### config.mk
export PLATFORM = sky130hd
export DESIGN_NAME = image_header_size_sniffer
export DESIGN_NICKNAME = d
export VERILOG_FILES = /design/src/ihss_pkg.sv /design/src/image_header_size_sniffer.sv
export SDC_FILE = /design/constraint.sdc
export NUM_CORES = 1
export LEC_CHECK = 0
export ABC_AREA = 1
export BUFFER_PORTS_ARGS = -buffer_cell sky130_fd_sc_hd__buf_2
export CORE_ASPECT_RATIO = 0.7
export CORE_MARGIN = 2
export CORE_UTILIZATION = 55
export CTS_CLUSTER_DIAMETER = 100
export DETAILED_ROUTE_END_ITERATION = 10
export GPL_TIMING_DRIVEN = 0
export PLACE_DENSITY_LB_ADDON = 0.05
export SLEW_MARGIN = 20
export SYNTH_ARGS = -nofsm -noshare
export SYNTH_HDL_FRONTEND = slang
export SYNTH_SLANG_ARGS = --single-unit
### constraint.sdc
create_clock -name clk_i -period 10 [get_ports clk_i]
set_input_delay 1 -clock clk_i [delete_from_list [all_inputs] [get_ports clk_i]]
set_output_delay 1 -clock clk_i [all_outputs]
set_load 0.02 [all_outputs]
### src/ihss_pkg.sv
// ----------------------------------------------------------------------------
// ihss_pkg: shared types and constants for the image header size sniffer
// Format modes, JPEG segment walk phases, signature bytes and result kinds.
// ----------------------------------------------------------------------------
`default_nettype none

package ihss_pkg;

  localparam logic [4:0] HEADER_BYTES = 5'd24;

  localparam logic [7:0] PNG_SIG0   = 8'h89;
  localparam logic [7:0] PNG_SIG1   = 8'h50;
  localparam logic [7:0] PNG_SIG2   = 8'h4E;
  localparam logic [7:0] PNG_SIG3   = 8'h47;
  localparam logic [7:0] JPG_MARKER = 8'hFF;
  localparam logic [7:0] JPG_SOI    = 8'hD8;
  localparam logic [7:0] SOF_FIRST  = 8'hC0;
  localparam logic [7:0] SOF_LAST   = 8'hCF;
  localparam logic [7:0] JPG_DHT    = 8'hC4;
  localparam logic [7:0] JPG_JPG    = 8'hC8;
  localparam logic [7:0] JPG_DAC    = 8'hCC;

  typedef enum logic [1:0] {
    MODE_UNDECIDED = 2'd0,
    MODE_PNG       = 2'd1,
    MODE_JPEG      = 2'd2,
    MODE_DONE      = 2'd3
  } mode_e;

  typedef enum logic [1:0] {
    KIND_NONE = 2'd0,
    KIND_PNG  = 2'd1,
    KIND_JPEG = 2'd2
  } kind_e;

  typedef enum logic [3:0] {
    PH_MARKER   = 4'd0,
    PH_TYPE     = 4'd1,
    PH_LEN_HI   = 4'd2,
    PH_LEN_LO   = 4'd3,
    PH_SKIP     = 4'd4,
    PH_PREC     = 4'd5,
    PH_H_HI     = 4'd6,
    PH_H_LO     = 4'd7,
    PH_W_HI     = 4'd8,
    PH_W_LO     = 4'd9,
    PH_WAIT     = 4'd10
  } phase_e;

  // start-of-frame types: C0..CF except DHT, JPG and DAC
  function automatic logic is_frame_type(input logic [7:0] t);
    is_frame_type = (t >= SOF_FIRST) && (t <= SOF_LAST) &&
                    (t != JPG_DHT) && (t != JPG_JPG) && (t != JPG_DAC);
  endfunction

endpackage

`default_nettype wire

### src/image_header_size_sniffer.sv
// ----------------------------------------------------------------------------
// image_header_size_sniffer: PNG / JPEG pixel dimension extractor
// Streams an image file one byte per word and returns one width/height/kind
// result per file.
// ----------------------------------------------------------------------------
// Takes one file byte per clock with no gaps needed: each byte updates a small
// parser state in the cycle it is accepted, and a result, when that byte
// decides one, is registered in the output stage before it shows on the master side.
// A two-entry output stage (result register plus skid register) lets input
// keep flowing while a result waits; s_axis_tready_o drops only when both
// entries hold results. PNG dimensions are reported on byte 23; a JPEG result
// goes out once the frame header is parsed and at least 24 bytes have arrived.
// Failure, unknown format or an early tlast gives kind 0 with zero size.
// After the result, bytes are dropped until tlast, which rearms the parser.
`default_nettype none

module image_header_size_sniffer
  import ihss_pkg::*;
(
  input  wire logic        clk_i,
  input  wire logic        rst_ni,
  input  wire logic        s_axis_tvalid_i,
  output logic             s_axis_tready_o,
  input  wire logic [7:0]  s_axis_tdata_i,   // [7:0] data_byte
  input  wire logic        s_axis_tlast_i,   // last_byte
  output logic             m_axis_tvalid_o,
  input  wire logic        m_axis_tready_i,
  output logic [63:0]      m_axis_tdata_o,   // [31:0] image_width, [63:32] image_height
  output logic [1:0]       m_axis_tuser_o    // [1:0] image_kind
);

  // parser state
  logic [4:0]  pos_q, pos_d;
  mode_e       mode_q, mode_d;
  phase_e      phase_q, phase_d;
  logic [15:0] skip_q, skip_d;
  logic [63:0] cap_q, cap_d;
  logic [7:0]  seg_kind_q, seg_kind_d;
  logic        pending_q, pending_d;
  logic        given_q, given_d;

  // output stage
  logic        out_valid_q, out_valid_d;
  logic [31:0] out_w_q, out_w_d, out_h_q, out_h_d;
  kind_e       out_k_q, out_k_d;
  logic        skid_valid_q, skid_valid_d;
  logic [31:0] skid_w_q, skid_w_d, skid_h_q, skid_h_d;
  kind_e       skid_k_q, skid_k_d;

  logic        accept;
  logic        res_valid;
  logic [31:0] res_w, res_h;
  kind_e       res_k;
  logic [7:0]  b;

  assign s_axis_tready_o = !skid_valid_q;
  assign accept          = s_axis_tvalid_i && s_axis_tready_o;
  assign b               = s_axis_tdata_i;

  always_comb begin
    pos_d      = pos_q;
    mode_d     = mode_q;
    phase_d    = phase_q;
    skip_d     = skip_q;
    cap_d      = cap_q;
    seg_kind_d = seg_kind_q;
    pending_d  = pending_q;
    given_d    = given_q;
    res_valid  = 1'b0;
    res_w      = '0;
    res_h      = '0;
    res_k      = KIND_NONE;

    if (accept) begin
      if (!given_q) begin
        if (!pending_q) begin
          cap_d = {cap_q[55:0], b};
          case (mode_q)
            MODE_UNDECIDED: begin
              if (pos_q == 5'd1) begin
                if (cap_q[7:0] == JPG_MARKER && b == JPG_SOI) begin
                  mode_d  = MODE_JPEG;
                  phase_d = PH_MARKER;
                end else if (!(cap_q[7:0] == PNG_SIG0 && b == PNG_SIG1)) begin
                  res_valid = 1'b1;
                end
              end else if (pos_q == 5'd2) begin
                if (b != PNG_SIG2) res_valid = 1'b1;
              end else if (pos_q == 5'd3) begin
                if (b == PNG_SIG3) mode_d = MODE_PNG;
                else res_valid = 1'b1;
              end else if (pos_q != 5'd0) begin
                res_valid = 1'b1;
              end
            end
            MODE_PNG: begin
              if (pos_q == HEADER_BYTES - 5'd1) begin
                res_valid = 1'b1;
                res_w     = cap_d[63:32];
                res_h     = cap_d[31:0];
                res_k     = KIND_PNG;
              end
            end
            MODE_JPEG: begin
              case (phase_q)
                PH_MARKER: begin
                  if (b != JPG_MARKER) res_valid = 1'b1;
                  else phase_d = PH_TYPE;
                end
                PH_TYPE: begin
                  seg_kind_d = b;
                  phase_d    = PH_LEN_HI;
                end
                PH_LEN_HI: phase_d = PH_LEN_LO;
                PH_LEN_LO: begin
                  if (is_frame_type(seg_kind_q)) begin
                    phase_d = PH_PREC;
                  end else if (cap_d[15:0] < 16'd2) begin
                    res_valid = 1'b1;
                  end else if (cap_d[15:0] == 16'd2) begin
                    phase_d = PH_MARKER;
                  end else begin
                    skip_d  = cap_d[15:0] - 16'd2;
                    phase_d = PH_SKIP;
                  end
                end
                PH_SKIP: begin
                  skip_d = skip_q - 16'd1;
                  if (skip_q == 16'd1) phase_d = PH_MARKER;
                end
                PH_PREC:  phase_d = PH_H_HI;
                PH_H_HI:  phase_d = PH_H_LO;
                PH_H_LO:  phase_d = PH_W_HI;
                PH_W_HI:  phase_d = PH_W_LO;
                PH_W_LO: begin
                  pending_d = 1'b1;
                  phase_d   = PH_WAIT;
                end
                default: res_valid = 1'b1;
              endcase
            end
            default: ;
          endcase
        end
        // frame header parsed; release once the header window is covered
        if (!res_valid && pending_d && pos_q >= HEADER_BYTES - 5'd1) begin
          res_valid = 1'b1;
          res_w     = {16'd0, cap_d[15:0]};
          res_h     = {16'd0, cap_d[31:16]};
          res_k     = KIND_JPEG;
        end
        if (res_valid) begin
          given_d   = 1'b1;
          pending_d = 1'b0;
          mode_d    = MODE_DONE;
        end
      end

      if (pos_q < HEADER_BYTES) pos_d = pos_q + 5'd1;

      if (s_axis_tlast_i) begin
        if (!res_valid && !given_q) begin
          res_valid = 1'b1;
          res_w     = '0;
          res_h     = '0;
          res_k     = KIND_NONE;
        end
        pos_d      = '0;
        mode_d     = MODE_UNDECIDED;
        phase_d    = PH_MARKER;
        skip_d     = '0;
        cap_d      = '0;
        seg_kind_d = '0;
        pending_d  = 1'b0;
        given_d    = 1'b0;
      end
    end
  end

  // output register with skid entry
  always_comb begin
    out_valid_d  = out_valid_q;
    out_w_d      = out_w_q;
    out_h_d      = out_h_q;
    out_k_d      = out_k_q;
    skid_valid_d = skid_valid_q;
    skid_w_d     = skid_w_q;
    skid_h_d     = skid_h_q;
    skid_k_d     = skid_k_q;
    if (!out_valid_q || m_axis_tready_i) begin
      if (skid_valid_q) begin
        out_valid_d  = 1'b1;
        out_w_d      = skid_w_q;
        out_h_d      = skid_h_q;
        out_k_d      = skid_k_q;
        skid_valid_d = 1'b0;
      end else begin
        out_valid_d = res_valid;
        out_w_d     = res_w;
        out_h_d     = res_h;
        out_k_d     = res_k;
      end
    end else if (res_valid) begin
      skid_valid_d = 1'b1;
      skid_w_d     = res_w;
      skid_h_d     = res_h;
      skid_k_d     = res_k;
    end
  end

  always_ff @(posedge clk_i or negedge rst_ni) begin
    if (!rst_ni) begin
      pos_q        <= '0;
      mode_q       <= MODE_UNDECIDED;
      phase_q      <= PH_MARKER;
      skip_q       <= '0;
      cap_q        <= '0;
      seg_kind_q   <= '0;
      pending_q    <= 1'b0;
      given_q      <= 1'b0;
      out_valid_q  <= 1'b0;
      skid_valid_q <= 1'b0;
    end else begin
      pos_q        <= pos_d;
      mode_q       <= mode_d;
      phase_q      <= phase_d;
      skip_q       <= skip_d;
      cap_q        <= cap_d;
      seg_kind_q   <= seg_kind_d;
      pending_q    <= pending_d;
      given_q      <= given_d;
      out_valid_q  <= out_valid_d;
      skid_valid_q <= skid_valid_d;
    end
  end

  always_ff @(posedge clk_i) begin
    out_w_q  <= out_w_d;
    out_h_q  <= out_h_d;
    out_k_q  <= out_k_d;
    skid_w_q <= skid_w_d;
    skid_h_q <= skid_h_d;
    skid_k_q <= skid_k_d;
  end

  assign m_axis_tvalid_o = out_valid_q;
  assign m_axis_tdata_o  = {out_h_q, out_w_q};
  assign m_axis_tuser_o  = out_k_q;

  // ---- assertions ----
  a_skid_behind_out: assert property (@(posedge clk_i) disable iff (!rst_ni)
    skid_valid_q |-> out_valid_q)
    else $error("skid entry holds a result while output register is empty");

  a_fail_zero_size: assert property (@(posedge clk_i) disable iff (!rst_ni)
    (out_valid_q && out_k_q == KIND_NONE) |-> (out_w_q == '0 && out_h_q == '0))
    else $error("failed result carries nonzero dimensions");

  a_one_result: assert property (@(posedge clk_i) disable iff (!rst_ni)
    (accept && res_valid && !s_axis_tlast_i) |=> given_q)
    else $error("result given without marking the file done");

  a_pending_jpeg: assert property (@(posedge clk_i) disable iff (!rst_ni)
    pending_q |-> (mode_q == MODE_JPEG && phase_q == PH_WAIT))
    else $error("pending result outside the JPEG walk");

  a_given_done: assert property (@(posedge clk_i) disable iff (!rst_ni)
    given_q |-> (mode_q == MODE_DONE && !pending_q))
    else $error("parser still active after its result");

endmodule

`default_nettype wire
== Word level (Yosys, flattened, before mapping) ==
Index checks and enable logic that the tools add are counted.
Storage, ports and cells
  register bits after elaboration: 227
  bits of input ports: 13
  output and inout port bits: 68
  logic and storage cells: 210
Operators by class
  add/subtract/negate cells: 3
  magnitude comparators: 5
  eq/ne operators: 41
  multiplexer cells: 106
  bitwise logic cells: 1
  reduce and logical (&&, ||, !) cells: 37
Operator list (number)
  $mux 32: 18
  $mux 56: 3
  $mux 16: 7
  $mux 1: 40
  $mux 8: 5
  $pmux 4 s10: 1
  $mux 4: 9
  $mux 2: 16
  $ne 8x8->1 const B: 4
  $pmux 16 s2: 1
  $eq 8x8->1 const B: 3
  $eq 16x1->1 const B: 1
  $eq 16x2->1 const B: 1
  $eq 4x3->1 const B: 4
  $eq 8x7->1 const B: 2
  $lt 16x2->1 const B: 1
  $reduce_and 8->1: 2
  $sub 16x1->16 const B: 1
  $sub 16x2->16 const B: 1
  $ne 3x3->1 const B: 5
  $ne 12x3->1 const B: 1
  $eq 5x2->1 const B: 2
  $logic_and 1x1->1: 10
  $mux 5: 2
  other kinds (36): 53

== Logic depth before layout (Yosys ltp) ==
Gate-level depths: netlist (run 1).
  depth after elaboration: 26
  gate-level depth with buffers: 18
  depth with buffers taken out: 17

== Worst setup path after synthesis (run 1) ==
Ideal clock, no wire load.
  path type: in2reg
  start point: input m_axis_tready_i
  end point: register skid_h_q[0], enable pin
  library setup time: 0.491 ns
  arrival: 5.493 ns
  data required time: 9.509 ns
  slack: 4.016 ns
  stages on the path: 3
  buffers on the path: 0
  path through: inv_1 nand2_1 nor2_1
On the way
  longest elaborated chain between the ends: 3
RTL lines
  start, declared: line image_header_size_sniffer.sv:27  | input wire logic m_axis_tready_i,
  $logic_or 1x1->1: line image_header_size_sniffer.sv:190  | if (!out_valid_q || m_axis_tready_i) begin
  $not 1->1 (no line)
  $reduce_and 2->1 (no line)
  end signal, assigned: line image_header_size_sniffer.sv:242  | skid_h_q <= skid_h_d;
  end, declared: line image_header_size_sniffer.sv:47  | logic [31:0] skid_w_q, skid_w_d, skid_h_q, skid_h_d;
Every way passes these cells.
A chain may end at the register's enable or synchronous reset.

== Final worst setup path (run 1) ==
  start point: input s_axis_tdata_i[4]
  end point: register skid_w_q[10], enable pin
On the way
  longest elaborated chain between the ends: 23
  elaborated cells between the ends (all ways): 37
  classes of those cells: order compare (1); eq/ne (5); mux (23); reduce/logical (8)
RTL lines
  start, declared: line image_header_size_sniffer.sv:24  | input wire logic [7:0] s_axis_tdata_i,
  branches (longest 5 deep; another with $lt 16x2->1)
  $pmux 1 s3 *: line image_header_size_sniffer.sv:78  | case (mode_q)
  $mux 1 *: line image_header_size_sniffer.sv:76  | if (!pending_q) begin
  $mux 1 *: line image_header_size_sniffer.sv:75  | if (!given_q) begin
  $mux 1 *: line image_header_size_sniffer.sv:74  | if (accept) begin
  $logic_not 1->1: line image_header_size_sniffer.sv:146  | if (!res_valid && pending_d && pos_q >= HEADER_BYTES - 5'd1) begin
  $logic_and 1x1->1 (2 in a row): line image_header_size_sniffer.sv:146
  $mux 1 *: line image_header_size_sniffer.sv:146
  (+2 left out)
  $mux 1 *: line image_header_size_sniffer.sv:75
  $mux 1 *: line image_header_size_sniffer.sv:74
  $logic_not 1->1: line image_header_size_sniffer.sv:162  | if (!res_valid && !given_q) begin
  $logic_and 1x1->1: line image_header_size_sniffer.sv:162
  $mux 1: line image_header_size_sniffer.sv:162
  $mux 1 *: line image_header_size_sniffer.sv:161  | if (s_axis_tlast_i) begin
  $mux 1 *: line image_header_size_sniffer.sv:74
  $reduce_and 2->1 (no line) *
  end signal, assigned: line image_header_size_sniffer.sv:241  | skid_w_q <= skid_w_d;
  end, declared: line image_header_size_sniffer.sv:47
Every way passes the cells marked *. The select of a mux whose other input is x is not followed.

==> flow_summary.ini, run 1 <==
[outcome]
status = finished, final reports clean

[pwr]
p_int_uw = 1906
vdd_drop_max_mv = 0.1344
power.total_uw = 2924
p_seq_frac = 0.433
power.switching_uw = 1018
p_clk_frac = 0.291
p_per_area_nw_per_um2 = 229.9
power.share.combinational = 0.277
switching_share = 0.3481
p_leak_uw = 0.005634

[yosys]
synth_ff_type = edfxtp_1
async_flop_share = 0.4185
synth_edf_count = 132
synth_cells = 1165
ys_types = 41
ys_ff_latch = 227
synth_commonest_cells = nand2_1 (203), edfxtp_1 (132), nand3_1 (117)
netlist_area_sq_um = 11130
yosysMostFrequentCell = nand2_1
synthesis.nets = 1185
yosys_warnings = 0
avgSynthCellArea_sq_um = 9.557
synth_area_leaders = edfxtp_1 (36%), dfrtp_1 (21%), nand2_1 (6.8%)
ys_seq_area_frac = 0.5695
yosys.area.top_type_share = 0.3560
yosys.area.top_type = edfxtp_1

[critical_path]
worstRegToRegCells = 11
timing.critical_path.cells = buf_2, inv_2, nor2_1, nand2_1, nor2_1, nand2_1, nand3_1, nand2_1, nand2_1, nand3_2, nand2_4, nand2_4, o21ai_0, nor2_4, buf_12, buf_12
start_kind = input pin
cp_common_cell = nand2_1
r2r-end = skid_w_q[10]
reg2reg_from = pos_q[0]
regToRegSetupSlack_ns = 6.61
cp_slowest_stage_delay_ns = 0.73
crit_type = in2reg
path_max_fanout = 27
arrival_ns = 3.68
crit_path_top_delay_cell = o21ai_0
critPathCaptureType = flip-flop
worst_ep_required_time_ns = 10.25

[routing]
detail_route.vias_per_cell = 5.710
num_vias = 8902
drt_first_pass_iters = 8
ant_nets = 0
drc = 0
dr.first_iter.drc_count = 1067
wl_per_cell_microns = 18.69
wirelength_microns = 29130

[floorplanning]
core-area_sq_um = 19850
fp-row-count = 43
die_y_microns = 123.0
dieArea_sq_um = 21420
die_x_microns = 174.1
io_pins = 81
floorplan.initialDensity = 0.5608

[place]
place_congestion = 0.9814
dp_hpwl_microns = 21340
port_buffers = 79

[global_route]
globalRouteTotalUtil = 0.2772
grt_overflow = 0
grt_pass1_wl_microns = 45820
antenna_found_initial = 0
grt_max_degree = 61
grt_pass1_vias = 8080

[cts]
cts_resized = 0
htree_levels = 1
cts_hold_buffers = 0
cts_made_buffers = 23
cts_root_buf = clkbuf_16
path_clk_slew_ns = 0.06
tritoncts = done
postCtsSetupRepairBufs = 0
clk-insertion-delay-late_ns = 0.51
cts.path.max_buffers = 3
clock_sinks = 227

[job]
maxCapViolCount = 0

[cells_and_area]
antenna_cells = 0
multi_input_area_sq_um = 4010
drive_above_1_share = 0.1676
num-fill-cells = 1685
nNetsFinal = 1293
syn_to_final_growth_pct = 14.23
regArea_sq_um = 6341

[sta]
final.period_utilization = 0.3430
min_period_ns = 3.430
slew_viol_final = 0
finalSetupViolCount = 0
slew_headroom = 0.3753
rsz0062_at_grt = false
worst_slew_pin_slew_ns = 0.9272
skew_ns = 0.01659
timing.fmax_mhz = 291.6
hold_viol_final = 0
fin_tns_setup_ns = 0

[hold_path]
hold_class = in2async
area by class of cell:
type / instances / area share
Tap cell: 270 / 0.02656
Sequential cell: 227 / 0.4986
Timing Repair Buffer: 83 / 0.03906
Multi-Input combinational cell: 750 / 0.3153
Clock buffer: 30 / 0.04889
Buffer: 62 / 0.02538
Clock inverter: 11 / 0.008854
Inverter: 126 / 0.03738
power by group through the flow:
stage	Sequential [uW]	Clock (uW)	Combinational, uW
after floorplan	1380	0	442
after global placement	1290	0	772
after detailed placement	1280	0	796
after CTS	1270	862	799
after global routing	1280	899	889
final	1270	850	809
per-stage QoR:
step | utilization | std cells | hold slack [ns] | setup slack [ns] | area [sq um]
global route | 0.6406 | 1559 | 0.4122 | 6.384 | 12720
finish | 0.6406 | 1559 | 0.3873 | 6.570 | 12720
global placement | 0.5978 | 1514 | 0.4852 | 2.081 | 11870
CTS | 0.6406 | 1559 | 0.3960 | 6.641 | 12720
floorplan | - | 1165 | 0.4710 | 4.016 | 11130
detailed placement | 0.6036 | 1518 | 0.4968 | 6.148 | 11980
state kept, by name, summed over array words and instances, names as in the netlist:
signal	cells
out_w_q	32
seg_kind_q	8
cap_q	56
mode_q	2
out_h_q	32
given_q	1
skid_valid_q	1
skid_w_q	32
pending_q	1
m_axis_tvalid_o	1
skip_q	16
pos_q	5
skid_h_q	32
phase_q	4
m_axis_tuser_o	2
skid_k_q	2
how the worst max path moves through the flow:
| stage | from | to | slack [ns] | cells after the start |
|---|---|---|---|---|
| after floorplan | m_axis_tready_i | skid_h_q[0] | 4.02 | 3 |
| after global placement | m_axis_tready_i | skid_k_q[1] | 2.08 | 4 |
| after detailed placement | s_axis_tdata_i[5] | skid_k_q[1] | 6.15 | 17 |
| after CTS | pos_q[0] | skid_k_q[1] | 6.64 | 11 |
| after global routing | pos_q[0] | skid_w_q[12] | 6.38 | 11 |
| final | s_axis_tdata_i[4] | skid_w_q[10] | 6.57 | 16 |
metal layers:
metal | vias to the layer above | GRT usage | routed length, microns
li1 | 4220 | - | -
met1 | 4172 | 0.4530 | 14130
met3 | 71 | 0.05474 | 2926
met2 | 439 | 0.3743 | 11250
met5 | - | 0 | 0
met4 | 0 | 0.06513 | 827
kinds of logic after synthesis:
group / after synthesis / synth area share
and+or+nand+nor: 506 / 0.2207
xor gates and xnor gates: 4 / 0.003147
buffers and inverters: 188 / 0.07169
DFF: 227 / 0.5695
adders and majority gates: 7 / 0.007866
AOI/OAI and AO/OA: 233 / 0.1271
cell usage in the layout, fill, tap and decap left out, types with 3 or more instances in the layout:
| master | netlist | routed |
|---|---|---|
| nand3_1 | 117 | 117 |
| o21ai_2 | 4 | 4 |
| o21ai_0 | 115 | 115 |
| nand2_1 | 203 | 202 |
| o22ai_1 | 25 | 25 |
| clkinv_2 | 0 | 5 |
| nand4_1 | 16 | 16 |
| nor2_4 | 15 | 16 |
| a31oi_1 | 17 | 17 |
| nor2_2 | 22 | 22 |
| buf_6 | 5 | 6 |
| clkbuf_16 | 0 | 23 |
| edfxtp_1 | 132 | 132 |
| dfrtp_1 | 95 | 95 |
| buf_2 | 8 | 86 |
| buf_12 | 1 | 3 |
| o22ai_2 | 6 | 6 |
| a21o_1 | 32 | 32 |
| nor2_1 | 71 | 70 |
| ha_1 | 7 | 7 |
| a22oi_1 | 16 | 16 |
| nand2_4 | 5 | 6 |
| inv_1 | 115 | 115 |
| nor3_1 | 38 | 38 |
| buf_1 | 6 | 6 |
| inv_2 | 10 | 10 |
| clkbuf_1 | 37 | 42 |
| a21oi_1 | 17 | 17 |
| nand2_2 | 5 | 5 |
| buf_4 | 4 | 4 |
| nor4_1 | 3 | 3 |
critical path: cells and delay by family:
family / cells / cell delay [ns]
AND/OR/NAND/NOR: 11 / 1.19
buffers and inverters: 4 / 0.74
AO/OA/AOI/OAI: 1 / 0.73
Power figures use the tool's default switching activity.
==> run 2: changes to the inputs <==
==> constraint.sdc (replaced) <==
create_clock -name clk_i -period 3.3 [get_ports clk_i]
set_input_delay 0.33 -clock clk_i [delete_from_list [all_inputs] [get_ports clk_i]]
set_output_delay 0.33 -clock clk_i [all_outputs]
set_load 0.02 [all_outputs]
==> run 2 against run 1 <==
  * Clock-buffer cell count is 3 lower
  * Hold slack worse by 0.28 ns
  * Core utilization is 0.11 points higher
  * Critical path type is now reg2reg
  * Critical endpoint is now skid_w_q[11]
  * Largest cell class unchanged
  * Highest routed layer is now met5
==> flow_summary.ini, run 2 (synthesized netlist as in run 1, its figures left out) <==
[routing]
num_vias = 8912
ant_nets = 0
wirelength_microns = 29750
detail_route.vias_per_cell = 5.702
drc = 0
dr.first_iter.drc_count = 956
drt_first_pass_iters = 6
wl_per_cell_microns = 19.03

[sta]
rsz0062_at_grt = false
finalSetupViolCount = 0
min_period_ns = 2.962
timing.fmax_mhz = 337.6
slew_viol_final = 0
skew_ns = 0.01877
final.period_utilization = 0.8977
hold_slack_ns = 0.1112
slew_headroom = 0.5121
fin_tns_setup_ns = 0
worst_slew_pin_slew_ns = 0.7269
hold_viol_final = 0

[pwr]
switching_share = 0.3586
power.share.combinational = 0.280
p_seq_frac = 0.433
p_clk_frac = 0.287
power.switching_uw = 3174
p_int_uw = 5678
p_per_area_nw_per_um2 = 694.9
p_leak_uw = 0.005623
vdd_drop_max_mv = 0.4761

[global_route]
grt_max_degree = 61
grt_pass1_wl_microns = 46370
antenna_found_initial = 0
globalRouteTotalUtil = 0.2818
grt_overflow = 0
grt_pass1_vias = 8134

[critical_path]
endpoint = skid_w_q[11]
arrival_ns = 3.19
crit_type = reg2reg
regToRegSetupSlack_ns = 0.34
critical_path.startpoint = pos_q[0]
path_max_fanout = 24
cp_common_cell = nand2_4
worst_ep_required_time_ns = 3.52
r2r-end = skid_w_q[11]
reg2reg_from = pos_q[0]
cp_slowest_stage_delay_ns = 0.51
worstRegToRegCells = 11
timing.critical_path.cells = ha_1, nand4_1, nor3_2, inv_1, nand3_2, nand2_4, nand2_4, o21ai_1, nor2_4, buf_16, buf_12
start_kind = flip-flop
critPathCaptureType = flip-flop
crit_path_top_delay_cell = nor3_2

[hold_path]
hold_class = in2reg

[cts]
clock_sinks = 227
cts_made_buffers = 23
htree_levels = 1
cts_root_buf = clkbuf_16
cts.path.max_buffers = 3
tritoncts = done
cts_resized = 0
path_clk_slew_ns = 0.07
clk-insertion-delay-late_ns = 0.53

[place]
place_congestion = 0.9827
port_buffers = 79
dp_hpwl_microns = 21700

[floorplanning]
die_x_microns = 174.1
fp-row-count = 43
io_pins = 81
dieArea_sq_um = 21420
floorplan.initialDensity = 0.5608
core-area_sq_um = 19850
die_y_microns = 123.0

[cells_and_area]
nNetsFinal = 1296
mostFrequentLayoutCells = nand2_1 (202), edfxtp_1 (132), nand3_1 (117)
drive_above_1_share = 0.1701
num-fill-cells = 1692
largest_reg_flops = 56
final_common_cell = nand2_1
syn_to_final_growth_pct = 14.42
regMostFlops = cap_q
antenna_cells = 0
fin_util = 0.6417

[outcome]
status = finished, final reports clean

[job]
maxCapViolCount = 0
==> run 2: changes by cell type in the layout (fill, tap and decap cells not counted), sizes merged <==
cell         delta
clkbuf          -3
nor2            +1
clkinvlp        +4
inv             +2
buf             +1
dlygate4sd3     +1
clkinv          -1
bufinv          -1
==> run 2: power by group through the flow <==
stage / combinational [uW] / sequential [uW] / clock [uW]
floorplan: 1350 / 4170 / 0
global placement: 2360 / 3880 / 0
detailed placement: 2440 / 3880 / 0
CTS: 2460 / 3830 / 2580
global route: 2720 / 3880 / 2680
finish: 2480 / 3830 / 2540
==> run 2: worst max-delay path, delay by kind of cell, from the launching register on <==
family                     cells  cell delay (ns)
buffers and inverters          3             0.57
DFF                            1             0.37
adders and majority gates      1             0.24
AOI/OAI and AO/OA              1             0.23
and+or+nand+nor                6             1.21
==> run 2: layout make-up <==
class	count	area (sq um)	area share
Timing Repair Buffer	85	521.8	0.04095
Buffer	62	322.8	0.02534
Inverter	126	475.5	0.03732
Sequential cell	227	6341	0.4977
Clock inverter	15	133.9	0.01051
Tap cell	270	337.8	0.02652
Multi-Input combinational cell	751	4016	0.3153
Clock buffer	27	590.6	0.04636
==> run 2: stage by stage <==
step,instances,power (uW),setup WS [ns],cell area (sq um)
5_1_grt,1563,9288,0.1222,12740
2_1_floorplan,1165,5521,0.3241,11140
3_3_place_gp,1514,6240,-0.6982,11880
3_5_place_dp,1518,6318,-0.1238,11990
6_report,1563,8852,0.3376,12740
4_1_cts,1563,8864,0.1865,12740
==> run 2: per-layer routing <==
metal | track usage | routed length [microns] | vias up
met5 | 0.03241 | 76 | -
met4 | 0.06040 | 591 | 2
met3 | 0.06765 | 2858 | 44
met2 | 0.3807 | 11730 | 386
met1 | 0.4519 | 14490 | 4259
li1 | - | - | 4221
==> run 2: worst min-delay path by stage <==
| stage | from | end | slack, ns | depth (start not counted) |
|---|---|---|---|---|
| floorplan | rst_ni | cap_q[0] | 0.03 | 0 |
| global placement | seg_kind_q[6] | seg_kind_q[6] | 0.49 | 2 |
| detailed placement | rst_ni | phase_q[2] | 0.28 | 1 |
| CTS | s_axis_tdata_i[6] | seg_kind_q[6] | 0.09 | 3 |
| global route | s_axis_tdata_i[6] | seg_kind_q[6] | 0.10 | 3 |
| finish | s_axis_tdata_i[6] | seg_kind_q[6] | 0.11 | 3 |
==> run 2: timing repair <==
action                     4_1_cts  5_1_grt
hold buffers                     1        0
hold endpoints to repair        40        0
buffers inserted                 1        0
setup endpoints to repair       24        0
==> run 3: changes to the inputs <==
==> constraint.sdc (replaced) <==
create_clock -name clk_i -period 3.3 [get_ports clk_i]
set_input_delay 0.165 -clock clk_i [delete_from_list [all_inputs] [get_ports clk_i]]
set_output_delay 0.165 -clock clk_i [all_outputs]
set_load 0.02 [all_outputs]
==> run 3 against run 2 <==
  * Clock skew barely moved
  * Design area rose by 0.16%
  * Largest cell class unchanged
  * Critical endpoint unchanged
  * Total power barely moved
  * Combinational power barely moved
  * Critical path type unchanged
  * Global-route usage barely moved
  * Highest routed layer unchanged
  * Clock power barely moved
==> flow_summary.ini, run 3 (synthesized netlist as in run 1, its figures left out) <==
[place]
port_buffers = 79
placed_area_sq_um = 11990
dp_cells = 1518
dp_hpwl_microns = 21700
pre_cts_ws_ns = -0.1238
place_congestion = 0.9827

[critical_path]
critPathCaptureType = flip-flop
timing.critical_path.cells = ha_1, nand4_1, nor3_2, inv_1, nand3_2, nand2_4, nand2_4, o21ai_1, nor2_4, buf_16, buf_12
cp_top_family = simple AND/OR/NAND/NOR gates
reg2reg_from = pos_q[0]
path_max_fanout = 24
cp_slowest_stage_delay_ns = 0.51
crit_type = reg2reg
worstRegToRegCells = 11
r2r-end = skid_w_q[11]
regToRegSetupSlack_ns = 0.33
crit_path_top_delay_cell = nor3_2
start_kind = flip-flop
worst_ep_required_time_ns = 3.52
arrival_ns = 3.19
cp_common_cell = nand2_4
path_buf_inv = 3

[hold_path]
holdPathStages = 3
min_to = seg_kind_q[7]
hold_path_startpoint = s_axis_tdata_i[7]
hold_class = in2reg

[pwr]
p_per_area_nw_per_um2 = 694.0
power.switching_uw = 3175
power.share.combinational = 0.281
vdd_drop_max_mv = 0.4759
p_seq_frac = 0.433
p_clk_frac = 0.287
switching_share = 0.3586
p_int_uw = 5680
p_leak_uw = 0.005631
power.total_uw = 8855

[sta]
hold_viol_final = 0
min_period_ns = 2.969
hold_slack_ns = 0.02452
finalSetupViolCount = 0
timing.fmax_mhz = 336.8
rsz0062_at_grt = false
slew_viol_final = 0
setup_ws_ns = 0.3312
final.period_utilization = 0.8996
skew_ns = 0.01890
worst_slew_pin_slew_ns = 0.7417
slew_headroom = 0.5022

[cells_and_area]
mostFrequentLayoutCells = nand2_1 (202), edfxtp_1 (132), nand3_1 (117)
drive_above_1_share = 0.1699
regMostFlops = cap_q
final_common_cell = nand2_1
antenna_cells = 0
nNetsFinal = 1298
syn_to_final_growth_pct = 14.60
fin_area_sq_um = 12760
final_cells = 1565
largest_reg_flops = 56

[routing]
wirelength_microns = 29890
dr.first_iter.drc_count = 1025
num_vias = 8929
drc = 0
wl_per_cell_microns = 19.10
ant_nets = 0
drt_first_pass_iters = 6
detail_route.vias_per_cell = 5.705

[floorplanning]
floorplan.initialDensity = 0.5608
die_y_microns = 123.0
dieArea_sq_um = 21420
die_x_microns = 174.1
fp-row-count = 43
io_pins = 81
core-area_sq_um = 19850

[cts]
htree_levels = 1
cts.path.max_buffers = 3
clock_sinks = 227
clk-insertion-delay-late_ns = 0.53
path_clk_slew_ns = 0.07
cts_root_buf = clkbuf_16
cts_resized = 0
tritoncts = done
cts_made_buffers = 23

[job]
maxCapViolCount = 0

[global_route]
globalRouteTotalUtil = 0.2821
antenna_found_initial = 0
grt_pass1_wl_microns = 46420
grt_pass1_vias = 8151
grt_max_degree = 61
grt_overflow = 0

[outcome]
status = finished, final reports clean
==> run 3: changes by cell type in the layout (fill, tap and decap cells not counted), sizes merged <==
cell,previous run,this run
dlygate4sd3,1,3
==> run 3: worst register-to-register path, cell delays in order, from the launching register on <==
cell     delay (ns)
dfrtp_1        0.37
ha_1           0.24
nand4_1        0.16
nor3_2         0.51
inv_1          0.18
nand3_2        0.14
nand2_4        0.08
nand2_4        0.08
o21ai_1        0.24
nor2_4         0.25
buf_16         0.20
buf_12         0.22
==> run 3: worst max-delay path by stage <==
stage          slack, ns      endpoint  depth (start not counted)      from
3_5_place_dp       -0.12  skid_w_q[11]                         11  pos_q[0]
4_1_cts             0.19  skid_w_q[13]                         17  pos_q[0]
2_1_floorplan       0.32   skid_h_q[0]                          9  pos_q[0]
6_report            0.33  skid_w_q[11]                         11  pos_q[0]
3_3_place_gp       -0.70  skid_w_q[10]                          9  pos_q[0]
5_1_grt             0.12  skid_w_q[11]                         11  pos_q[1]
==> run 3: final cells by class <==
cell class              count  area (sq um)
plain buffers              62         322.8
clock buffers              27         590.6
clock inverters            15         133.9
fillers                  1693          7093
inverters                 126         475.5
multi-input cells         751          4016
flip-flops and latches    227          6341
well taps                 270         337.8
repair buffers             87         541.8
==> run 3: power by group through the flow <==
stage                     Sequential, uW  Clock, uW  Combinational (uW)
after detailed placement            3880          0                2440
final                               3830       2540                2480
after CTS                           3830       2580                2460
after floorplan                     4170          0                1350
after global routing                3880       2680                2720
after global placement              3880          0                2360
==> run 3: timing repair <==
item | 4_1_cts | 5_1_grt
hold buffers | 3 | 0
endpoints found under the hold margin | 97 | 0
buffers inserted | 1 | 0
setup endpoints to repair | 24 | 0
==> run 3: metrics by stage <==
stage                     utilization  TNS, ns
after global routing           0.6427        0
after CTS                      0.6427        0
after global placement         0.5983   -45.25
final                          0.6427        0
after floorplan                     -        0
after detailed placement       0.6040   -2.930
==> run 3: per-layer routing <==
metal | wire [microns] | GRT usage | vias up | part of all wire
li1 | - | - | 4235 | -
met1 | 14470 | 0.4521 | 4233 | 0.48
met2 | 11710 | 0.3815 | 409 | 0.39
met3 | 2979 | 0.06765 | 50 | 0.10
met4 | 654 | 0.06040 | 2 | 0.022
met5 | 76 | 0.03241 | - | 0.0025
